File: config.mk
export PLATFORM = sky130hd
export DESIGN_NAME = mdc_sine
export DESIGN_NICKNAME = d
export VERILOG_FILES = /design/src/sv/mdc_pkg.sv /design/src/sv/mdc_sine.sv
export SDC_FILE = /design/constraint.sdc
export NUM_CORES = 1
export LEC_CHECK = 0
export BUFFER_PORTS_ARGS = -buffer_cell sky130_fd_sc_hd__buf_2
export CAP_MARGIN = 15
export CELL_PAD_IN_SITES_DETAIL_PLACEMENT = 0
export CELL_PAD_IN_SITES_GLOBAL_PLACEMENT = 1
export CORE_MARGIN = 1
export CORE_UTILIZATION = 40
export DETAILED_ROUTE_END_ITERATION = 16
export PLACE_DENSITY_LB_ADDON = 0.1
export SKIP_CTS_REPAIR_TIMING = 1
export SYNTH_ARGS = -nofsm -noshare
export SYNTH_HDL_FRONTEND = slang
export SYNTH_SLANG_ARGS = --single-unit
File: constraint.sdc
create_clock -name clk -period 8.9 [get_ports clk]
set_clock_uncertainty 0.2 [all_clocks]
set_input_delay 1.335 -clock clk [delete_from_list [all_inputs] [get_ports clk]]
set_output_delay 1.335 -clock clk [all_outputs]
set_load 0.01 [all_outputs]
File: src/sv/mdc_pkg.sv
// ----------------------------------------------------------------------------
// mdc_pkg
// Shared constants, register codes and helpers of the modulated delay chorus.
// ----------------------------------------------------------------------------
package mdc_pkg;

    // default sizes
    localparam int DELAY_DEPTH_DEF  = 65536;
    localparam int SINE_ENTRIES_DEF = 1024;

    // sample and configuration port widths
    localparam int SAMPLE_W   = 16;
    localparam int CFG_IDX_W  = 3;
    localparam int CFG_DATA_W = 32;

    // configuration register indexes
    localparam logic [CFG_IDX_W-1:0] CFG_ENABLE        = 3'd0;
    localparam logic [CFG_IDX_W-1:0] CFG_BASE_DELAY    = 3'd1;
    localparam logic [CFG_IDX_W-1:0] CFG_MOD_DEPTH     = 3'd2;
    localparam logic [CFG_IDX_W-1:0] CFG_PHASE_STEP    = 3'd3;
    localparam logic [CFG_IDX_W-1:0] CFG_FEEDBACK_GAIN = 3'd4;

    // configuration reset values
    localparam logic               ENABLE_RST        = 1'b1;
    localparam logic [15:0]        BASE_DELAY_RST    = 16'd441;
    localparam logic [15:0]        MOD_DEPTH_RST     = 16'd88;
    localparam logic [31:0]        PHASE_STEP_RST    = 32'd194783;
    localparam logic signed [15:0] FEEDBACK_GAIN_RST = 16'sd0;

    // quarter-wave sine polynomial coefficients (Q16)
    localparam int SINE_A  = 42334;
    localparam int SINE_C1 = 5223;
    localparam int SINE_B  = 102944;

    // saturate an 18-bit signed sum to a 16-bit sample
    function automatic logic signed [15:0] sat16(input logic signed [17:0] v);
        logic signed [15:0] r;
        if (v > 18'sd32767)
        begin
            r = 16'sh7fff;
        end
        else if (v < -18'sd32768)
        begin
            r = 16'sh8000;
        end
        else
        begin
            r = v[15:0];
        end
        return r;
    endfunction

endpackage

File: src/sv/mdc_sine.sv
// ----------------------------------------------------------------------------
// mdc_sine
// Seven-stage LFO sine pipeline: phase to table index, quadrant fold and
// quarter-wave polynomial, at most one multiplier per stage.
// ----------------------------------------------------------------------------
module mdc_sine
    import mdc_pkg::*;
#(
    parameter int SINE_ENTRIES = SINE_ENTRIES_DEF
)
(
    input  logic               clk,
    input  logic               adv,
    input  logic [31:0]        phase,
    output logic signed [15:0] sine
);

    localparam int SL = $clog2(SINE_ENTRIES);
    localparam int NB = 16 + SL;
    localparam int MW = NB + 2;
    // reciprocal for exact floor(rem * 65536 / SINE_ENTRIES)
    localparam logic [63:0] RECIP =
        ((64'd1 << (NB + SL)) + 64'(SINE_ENTRIES) - 64'd1) / 64'(SINE_ENTRIES);
    localparam logic [SL:0]   SE_C = (SL + 1)'(SINE_ENTRIES);
    localparam logic [SL+1:0] SE1  = (SL + 2)'(SINE_ENTRIES);
    localparam logic [SL+1:0] SE2  = (SL + 2)'(2 * SINE_ENTRIES);
    localparam logic [SL+1:0] SE3  = (SL + 2)'(3 * SINE_ENTRIES);

    // stage 1: table index
    logic [SL+32:0] idx_prod;
    logic [SL-1:0]  idx_next, idx_reg;

    // stage 2: quadrant and remainder
    logic [SL+1:0]  u_val;
    logic [1:0]     quad_next, quad_reg;
    logic [SL-1:0]  rem_next, rem_reg;

    // stage 3: folded Q16 angle
    logic [SL+MW-1:0] q_prod;
    logic [15:0]      q_val;
    logic [16:0]      p3_next, p3_reg;
    logic             neg3_reg;

    // stage 4: square
    logic [33:0] pp_prod;
    logic [16:0] x2_4_next, x2_4_reg, p4_reg;
    logic        neg4_reg;

    // stage 5: first polynomial term
    logic [29:0] k_prod;
    logic [15:0] t5_next, t5_reg;
    logic [16:0] x2_5_reg, p5_reg;
    logic        neg5_reg;

    // stage 6: second polynomial term
    logic [32:0] m_prod;
    logic [16:0] t2_6_next, t2_6_reg, p6_reg;
    logic        neg6_reg;

    // stage 7: final product, cap and sign
    logic [33:0]        r_prod;
    logic [16:0]        r_val;
    logic signed [15:0] mag;
    logic signed [15:0] sine_next, sine_reg;

    always_comb
    begin
        idx_prod = phase * SE_C;
        idx_next = idx_prod[32 +: SL];

        u_val = {idx_reg, 2'b00};
        if (u_val >= SE3)
        begin
            quad_next = 2'd3;
            rem_next  = SL'(u_val - SE3);
        end
        else if (u_val >= SE2)
        begin
            quad_next = 2'd2;
            rem_next  = SL'(u_val - SE2);
        end
        else if (u_val >= SE1)
        begin
            quad_next = 2'd1;
            rem_next  = SL'(u_val - SE1);
        end
        else
        begin
            quad_next = 2'd0;
            rem_next  = u_val[SL-1:0];
        end

        q_prod  = rem_reg * MW'(RECIP);
        q_val   = q_prod[2*SL +: 16];
        p3_next = quad_reg[0] ? (17'h10000 - {1'b0, q_val}) : {1'b0, q_val};

        pp_prod   = p3_reg * p3_reg;
        x2_4_next = pp_prod[32:16];

        k_prod  = x2_4_reg * 13'(SINE_C1);
        t5_next = 16'(SINE_A) - {2'b00, k_prod[29:16]};

        m_prod    = x2_5_reg * t5_reg;
        t2_6_next = 17'(SINE_B) - m_prod[32:16];

        r_prod = p6_reg * t2_6_reg;
        r_val  = r_prod[33:17];
        mag    = (r_val > 17'd32767) ? 16'sd32767 : $signed({1'b0, r_val[14:0]});
        sine_next = neg6_reg ? -mag : mag;
    end

    // pipeline registers advance together with the rest of the datapath
    always_ff @(posedge clk)
    begin
        if (adv)
        begin
            idx_reg  <= idx_next;
            quad_reg <= quad_next;
            rem_reg  <= rem_next;
            p3_reg   <= p3_next;
            neg3_reg <= quad_reg[1];
            x2_4_reg <= x2_4_next;
            p4_reg   <= p3_reg;
            neg4_reg <= neg3_reg;
            t5_reg   <= t5_next;
            x2_5_reg <= x2_4_reg;
            p5_reg   <= p4_reg;
            neg5_reg <= neg4_reg;
            t2_6_reg <= t2_6_next;
            p6_reg   <= p5_reg;
            neg6_reg <= neg5_reg;
            sine_reg <= sine_next;
        end
    end

    assign sine = sine_reg;

endmodule

==> impl_results.md, run 1 <==
- Largest register FFs: 17
- Avg Vias per Cell: 4.88
- Worst-Skew Late Latency: 0.47 ns
- Critical path buffers and inverters: 8
- Setup crit start: t2_6_reg[5]$_DFFE_PP_
- Area growth syn-to-layout: 6.47%
- HP Class: flip-flop to flip-flop
- Largest net degree at the start of global routing: 77
- CTS tree: yes
- Core Region: 63000 µm²
- Num CTS Buffers: 17
- Detailed Route Iter0 Violations: 772
- Async set or reset register ratio after synthesis: 0%
- Port bufs: 27
- CTS clk-pin slew, worst paths: 0.07 ns
- Rows: between 90 and 100
- Warnings, synthesis: 0
- Hold Path Stages: 0
- Hold Path Origin: p5_reg[15]$_DFFE_PP_
- Initial antenna violation count: 0
- Ranking of synthesized cells by area: fa_1 31%, ha_1 19%, edfxtp_1 16%, inv_1 8.4%, and2_1 5.2%
- GPL Wtd Cong: 0.779
- Yosys cell types: 92
- Dominant cell type by area after synthesis: fa_1
- Least-Margin Pin Slew: just over 0.9 ns
- Startpoint types: flip-flop
- Reg area: between 4000 and 5000 µm²
- Post-synth EDFFs: 139
- Final Setup Violations: 0
- RSZ-0062 raised after global routing: false
- Critical path's largest stage delay: 0.53 ns
- CTS Root Cell: clkbuf_16
- Tmin final: 8.11 ns
- Fraction of layout cells with a size suffix above 1: 4.86%
- Max-slew headroom: 39.2%
- DR WL/cell: 15.9 µm
- DRT antenna net count: 0
- Post-Syn Area per Cell: 9.81 µm²
- Period utilization: 91.1%
- Share of the synthesized area in the top cell type: 30.9%
- Routed via count: 16900
- Number of global-route vias before repair: 18400
- Slew Viols, Final: 0
- Most used DFF post-synth: edfxtp_1
- DRC violations left: 0
- Critical path class: flip-flop to flip-flop
- Diodes inserted: 0
- Sum Neg Setup Slack: 0 ns
- Fmax: around 120 MHz
- Hold Slack: about 0.21 ns
- Height of the die: approximately 250 µm
- Type of destination of the critical path: flip-flop
- Area occupied by multi-input gates: about 19000 µm²
- Slowest-stage cell, CP: fa_1
- Layout Cells excl Fill: roughly 3500
- Boundary pin count: 50
- Global-route wire length before repair: 93700 µm
- Fin. Hold Viols: 0
- Clk sink count: 139
- Initial Util: 40.5%
- Net count, final: 3403
- DIE WIDTH: 254 µm
- Reg2reg setup slack: 0.79 ns
- # H-tree levels: 4
- Worst Reg-to-Reg Cells: 30
- DRT Pass-1 Iters: 5
- Critical Path Fanout Max: 9
- Max clock buf depth: 2
- Reg2reg end: sine[14]$_DFFE_PP_
- Synth Instances: around 2600
- Total wire length: around 55000 µm
- Hold Path Sink: p6_reg[15]$_DFFE_PP_
- Total global routing overflow: 0
- Sequential share of the synthesized area: around 16%
- # fillers: just over 6000
- CP top delay family: adder cells
- Die area: 64700 µm²
- CP required: 8.88 ns
- Status: complete, no violations
- Placed cells: 3425
- Total GRT Usage: between 10% and 20%
- R2R Path Start: t2_6_reg[5]$_DFFE_PP_
- Post-DP HPWL: 45500 µm
- Max_cap viols: 0
- Cell Area, Synth: 25500 µm²
- Number of synthesized register bits: about 140
- CP arrival: 8.09 ns
==> cell usage in the layout, fill, tap and decap left out, types with 26 or more instances in the layout <==
cell type | Yosys | final
xor2_1 | 34 | 34
nor2_1 | 66 | 66
nand2_1 | 292 | 292
fa_1 | 393 | 393
nor3_1 | 26 | 26
xnor2_1 | 58 | 58
edfxtp_1 | 139 | 139
ha_1 | 378 | 378
and2_1 | 213 | 213
inv_1 | 568 | 568
a21oi_1 | 56 | 56
buf_2 | 9 | 26
o21ai_0 | 31 | 31
==> Yosys cell counts (all sizes together) (8+ instances only) <==
| master | instances |
|---|---|
| and3 | 8 |
| and2 | 215 |
| o31ai | 8 |
| o21bai | 10 |
| clkbuf | 59 |
| nand2 | 292 |
| o21ai | 34 |
| xnor2 | 59 |
| nand3 | 11 |
| inv | 568 |
| a21o | 25 |
| xor2 | 34 |
| edfxtp | 139 |
| ha | 378 |
| nor3 | 27 |
| or2 | 12 |
| o22ai | 11 |
| nor2 | 66 |
| a21oi | 58 |
| o211ai | 15 |
| mux2i | 11 |
| nor2b | 16 |
| buf | 12 |
| nand2b | 14 |
| mux2 | 9 |
| fa | 393 |
| a211oi | 10 |
| a31oi | 12 |
==> area by class of cell <==
| type | instances | share of cell area [%] |
|---|---|---|
| clock inverter | 15 | 0.572 |
| multi-input combinational | 1827 | 69.7 |
| tap | 846 | 3.90 |
| sequential | 139 | 15.4 |
| timing repair buffer | 45 | 1.02 |
| inverter | 568 | 7.86 |
| clock buffer | 17 | 1.57 |
==> layer usage <==
layer / up-vias / track usage (%) / wire length (µm)
met5: - / 0 / 0
met2: 196 / 31.9 / 26800
li1: 8190 / - / -
met4: 0 / 4.34 / 761
met1: 8432 / 24.4 / 26100
met3: 48 / 2.10 / 1300
==> stage by stage <==
stage | worst slack, ns | instance area [µm²] | util [%]
2_1_floorplan | 1.33 | 25500 | -
3_3_place_gp | 0.810 | 26600 | 42.2
3_5_place_dp | 0.728 | 26600 | 42.2
4_1_cts | 0.694 | 27100 | 43.1
5_1_grt | 0.323 | 27100 | 43.1
6_report | 0.790 | 27100 | 43.1
==> worst max path at each step <==
stage	end	slack, ns	depth (start not counted)
floorplan	sine[14]$_DFFE_PP_	1.33	29
global placement	sine[14]$_DFFE_PP_	0.81	30
detailed placement	sine[14]$_DFFE_PP_	0.73	30
CTS	sine[14]$_DFFE_PP_	0.69	30
global route	sine[14]$_DFFE_PP_	0.32	30
finish	sine[14]$_DFFE_PP_	0.79	30
==> cells by family after synthesis <==
family,Yosys count,synth area share (%)
adders and majority gates,771,49.4
xor gates and xnor gates,93,3.23
and+or+nand+nor,695,13.6
AOI/OAI and AO/OA,239,6.84
buffers and inverters,639,9.50
muxes,21,0.977
DFF,139,16.4
other,2,0.0295
Power of run 1 is not shown: default switching activity piles up to over one toggle a cycle in this logic, so the estimate is an artifact.
==> inputs of run 2 (changes only) <==
--- a/config.mk
+++ b/config.mk
@@ -12,6 +12,7 @@
 export CORE_MARGIN = 1
 export CORE_UTILIZATION = 40
 export DETAILED_ROUTE_END_ITERATION = 16
+export GPL_TIMING_DRIVEN = 0
 export PLACE_DENSITY_LB_ADDON = 0.1
 export SKIP_CTS_REPAIR_TIMING = 1
 export SYNTH_ARGS = -nofsm -noshare
==> run 2 against run 1 <==
  * Largest cell class unchanged
  * Sequential cell count stayed put
  * Sequential share of layout area down 0.14 points
  * Cell count is 1.6% higher
  * Global-route usage is 1.4 points higher
  * The run now ends with design-rule violations left
  * Die area unchanged
  * Worst setup slack worse by 0.39 ns
  * Final area increased by 0.89%
  * Register-to-register slack got worse by 0.39 ns
  * Via count grew 2.7%
  * Critical path depth shrank 1
==> impl_results.md, run 2 (synthesized netlist as in run 1, its figures left out) <==
- Worst-Skew Late Latency: 0.47 ns
- Final Setup Violations: 0
- Status: finished, violations left
- GPL Wtd Cong: 0.848
- Reg area: 4170 µm²
- HP Class: flip-flop to flip-flop
- Critical path buffers and inverters: 7
- R2R Path Start: t2_6_reg[5]$_DFFE_PP_
- Number of global-route vias before repair: 18600
- Area occupied by multi-input gates: approximately 19000 µm²
- Net count, final: 3456
- Total wire length: between 50000 and 60000 µm
- Critical path depth in cells: 29
- Die area: about 65000 µm²
- Failing checks: design-rule violations
- CTS Root Cell: clkbuf_16
- Startpoint types: flip-flop
- Fraction of layout cells with a size suffix above 1: 4.80%
- Total global routing overflow: 0
- Critical path class: flip-flop to flip-flop
- Detailed Route Iter0 Violations: 670
- Largest register FFs: 17
- Fin. Hold Viols: 0
- Largest net degree at the start of global routing: around 100
- Global-route wire length before repair: ~99000 µm
- Fmax: 118 MHz
- Least-Margin Pin Slew: 0.805 ns
- Area growth syn-to-layout: 7.42%
- Setup crit start: t2_6_reg[5]$_DFFE_PP_
- CP top delay family: adder cells
- Boundary pin count: 50
- # fillers: 6232
- Routed via count: 17300
- DRT antenna net count: 0
- Max clock buf depth: 2
- DRT Pass-1 Iters: 11
- Critical path's largest stage delay: 0.60 ns
- Total GRT Usage: 19.8%
- Commonest non-fill, non-tap cells in the layout: 568 x inv_1, 393 x fa_1, 378 x ha_1, 292 x nand2_1, 213 x and2_1
- Post-DP HPWL: 49500 µm
- Reg2reg setup slack: 0.40 ns
- Avg Vias per Cell: 4.93
- CTS clk-pin slew, worst paths: about 0.080 ns
- Clk sink count: between 100 and 150
- Worst Reg-to-Reg Cells: 29
- CTS tree: yes
- DIE WIDTH: 254 µm
- Max-slew headroom: 46.3%
- # H-tree levels: 4
- Port bufs: 27
- Max_cap viols: 0
- Core Region: 63000 µm²
- Height of the die: 254 µm
- Rows: 92
- Critical Path Fanout Max: 10
- Commonest non-fill, non-tap cell in the layout: inv_1
- DRC violations left: 2
- Period utilization: 95.5%
- Slew Viols, Final: 0
- Num CTS Buffers: 17
- DR WL/cell: 17.0 µm
- Reg2reg end: sine[14]$_DFFE_PP_
- Type of destination of the critical path: flip-flop
- Initial Util: 40.5%
- Slowest-stage cell, CP: edfxtp_1
- CP arrival: 8.49 ns
- CP required: about 8.9 ns
- CP Capture Point: sine[14]$_DFFE_PP_
- Tmin final: 8.50 ns
- Initial antenna violation count: 2
- Post-layout util: 43.5%
run 2: routing by layer:
layer  wire (µm)  global-route usage (%)
met1       27800                    26.7
met2       28700                    33.3
met3        2080                    2.90
met4        1010                    4.58
met5           0                       0
run 2: worst min path at each step:
stage / start / end / slack, ns / depth (start not counted)
2_1_floorplan: quad_reg[1]$_SDFFCE_PP1P_ / neg3_reg$_DFFE_PP_ / 0.20 / 0
3_3_place_gp: p4_reg[9]$_DFFE_PP_ / p5_reg[9]$_DFFE_PP_ / 0.20 / 0
3_5_place_dp: p4_reg[14]$_DFFE_PP_ / p5_reg[14]$_DFFE_PP_ / 0.20 / 0
4_1_cts: p5_reg[15]$_DFFE_PP_ / p6_reg[15]$_DFFE_PP_ / 0.21 / 0
5_1_grt: p5_reg[13]$_DFFE_PP_ / p6_reg[13]$_DFFE_PP_ / 0.21 / 0
6_report: p5_reg[15]$_DFFE_PP_ / p6_reg[15]$_DFFE_PP_ / 0.20 / 0
run 2: through the flow:
stage	hold WS (ns)	worst slack (ns)	setup TNS (ns)	cells	instance area [µm²]
6_report	0.203	0.402	0	3512	27400
2_1_floorplan	0.200	1.33	0	2605	25500
3_5_place_dp	0.205	-0.00138	-0.00138	3479	26700
5_1_grt	0.210	-0.0205	-0.0205	3510	27400
4_1_cts	0.208	-0.0382	-0.0382	3511	27400
3_3_place_gp	0.201	0.00387	0	3478	26700
run 2: area by class of cell:
cell class	count	share of cell area [%]
repair buffers	28	0.617
diodes	2	0.0183
well taps	846	3.87
flip-flops and latches	139	15.2
multi-input cells	1827	69.2
inverters	568	7.79
clock inverters	15	0.690
plain buffers	70	1.06
clock buffers	17	1.55
Power of run 2 is left out for the same reason.
==> inputs of run 3 (changes only) <==
--- a/config.mk
+++ b/config.mk
@@ -14,6 +14,7 @@
 export DETAILED_ROUTE_END_ITERATION = 16
 export GPL_TIMING_DRIVEN = 0
 export PLACE_DENSITY_LB_ADDON = 0.1
+export REMOVE_ABC_BUFFERS = 1
 export SKIP_CTS_REPAIR_TIMING = 1
 export SYNTH_ARGS = -nofsm -noshare
 export SYNTH_HDL_FRONTEND = slang
==> run 3 against run 2 <==
  * The run now ends clean
  * Hold slack gained 0.0039 ns
  * Final area shrank 0.80%
  * Core utilization shrank 0.35 points
  * Count of clock-buffer cells in the layout is the same
  * Via count shrank 2.1%
  * Sequential cell count is the same
  * Worst setup slack gained 0.14 ns
  * Critical path depth is the same
  * Maximum frequency grew 1.7%
==> impl_results.md, run 3 (synthesized netlist as in run 1, its figures left out) <==
- Layout Cells excl Fill: approximately 3500
- Total GRT Usage: 18.5%
- Fmax: 120 MHz
- Critical Path Fanout Max: 20
- Startpoint types: flip-flop
- Rows: 92
- CTS tree: yes
- Post-layout util: approximately 43%
- Commonest non-fill, non-tap cell in the layout: inv_1
- DIE WIDTH: 254 µm
- DR WL/cell: about 16 µm
- Post-DP HPWL: about 45000 µm
- Detailed Route Iter0 Violations: 586
- Slew Viols, Final: 0
- DRT Pass-1 Iters: 5
- HP Class: flip-flop to flip-flop
- CTS Root Cell: clkbuf_16
- CP arrival: approximately 8.3 ns
- Boundary pin count: 50
- Max_cap viols: 0
- Fin. Hold Viols: 0
- GPL Wtd Cong: ~0.79
- Least-Margin Pin Slew: 0.998 ns
- Commonest non-fill, non-tap cells in the layout: 568 x inv_1, 393 x fa_1, 378 x ha_1, 292 x nand2_1, 213 x and2_1
- Max clock buf depth: 2
- Net count, final: 3400
- Tmin final: 8.36 ns
- Largest net degree at the start of global routing: just under 80
- CTS clk-pin slew, worst paths: 0.07 ns
- Placed cells: ~3400
- Global-route wire length before repair: between 90000 and 100000 µm
- Routed via count: ~17000
- Num CTS Buffers: 17
- Critical path's largest stage delay: 0.57 ns
- Height of the die: between 200 and 300 µm
- DRT antenna net count: 0
- Diodes inserted: 0
- Placement Setup Slack: 0.180 ns
- Area growth syn-to-layout: 6.57%
- Die area: 64700 µm²
- Max-slew headroom: 33.0%
- Largest register FFs: 17
- CP required: slightly below 9 ns
- Period utilization: 93.9%
- DRC violations left: 0
- Critical path class: flip-flop to flip-flop
- Core Region: 63000 µm²
- Total wire length: 55500 µm
- Status: complete, no violations
- Initial antenna violation count: 1
- Avg Vias per Cell: 4.91
- Worst-Skew Late Latency: 0.46 ns
- Type of destination of the critical path: flip-flop
- Initial Util: 40.5%
- Clk sink count: 139
- Slowest-stage cell, CP: edfxtp_1
- RSZ-0062 raised after global routing: false
- Final Setup Violations: 0
- # H-tree levels: 4
- Number of global-route vias before repair: 18100
- Total global routing overflow: 0
- Final Worst Setup Slack: 0.545 ns
- Port bufs: 27
- Fraction of layout cells with a size suffix above 1: 4.83%
- Sum Neg Setup Slack: 0 ns
-- run 3: path summary, 6_finish.rpt --
kind              slack (ns)             startpoint  depth (start not counted)                   end
setup reg to reg        0.54  t2_6_reg[5]$_DFFE_PP_                         29    sine[14]$_DFFE_PP_
hold reg to reg         0.21   p4_reg[13]$_DFFE_PP_                          0  p5_reg[13]$_DFFE_PP_
setup / recovery        0.54  t2_6_reg[5]$_DFFE_PP_                         29    sine[14]$_DFFE_PP_
hold / removal          0.21   p4_reg[13]$_DFFE_PP_                          0  p5_reg[13]$_DFFE_PP_
-- run 3: worst max-delay path: cells and delay by family, from the launching register on --
family / cells / cell delay [ns]
AOI/OAI and AO/OA: 6 / 1.37
and+or+nand+nor: 7 / 1.67
muxes: 1 / 0.23
adders and majority gates: 8 / 3.55
DFF: 1 / 0.57
buffers and inverters: 7 / 0.49
-- run 3: final cells by class --
type | instances | area [µm²]
fillers | 6216 | 35800
multi-input cells | 1827 | 18900
flip-flops and latches | 139 | 4170
inverters | 568 | 2130
well taps | 846 | 1060
clock buffers | 17 | 425
repair buffers | 42 | 278
clock inverters | 15 | 168
-- run 3: metrics by stage --
step,hold slack (ns),instance area (µm²)
floorplan,0.200,25200
global placement,0.201,26400
detailed placement,0.205,26500
CTS,0.212,27100
global route,0.226,27200
finish,0.207,27200
-- run 3: layer usage --
layer  vias to the layer above  share of wire, %  GRT usage, %
met5                         -                 0             0
li1                       8193                 -             -
met2                       193                49          31.9
met1                      8516                47          24.8
met4                         0               1.3          3.56
met3                        47               2.7          2.38
Power of run 3 is left out for the same reason.
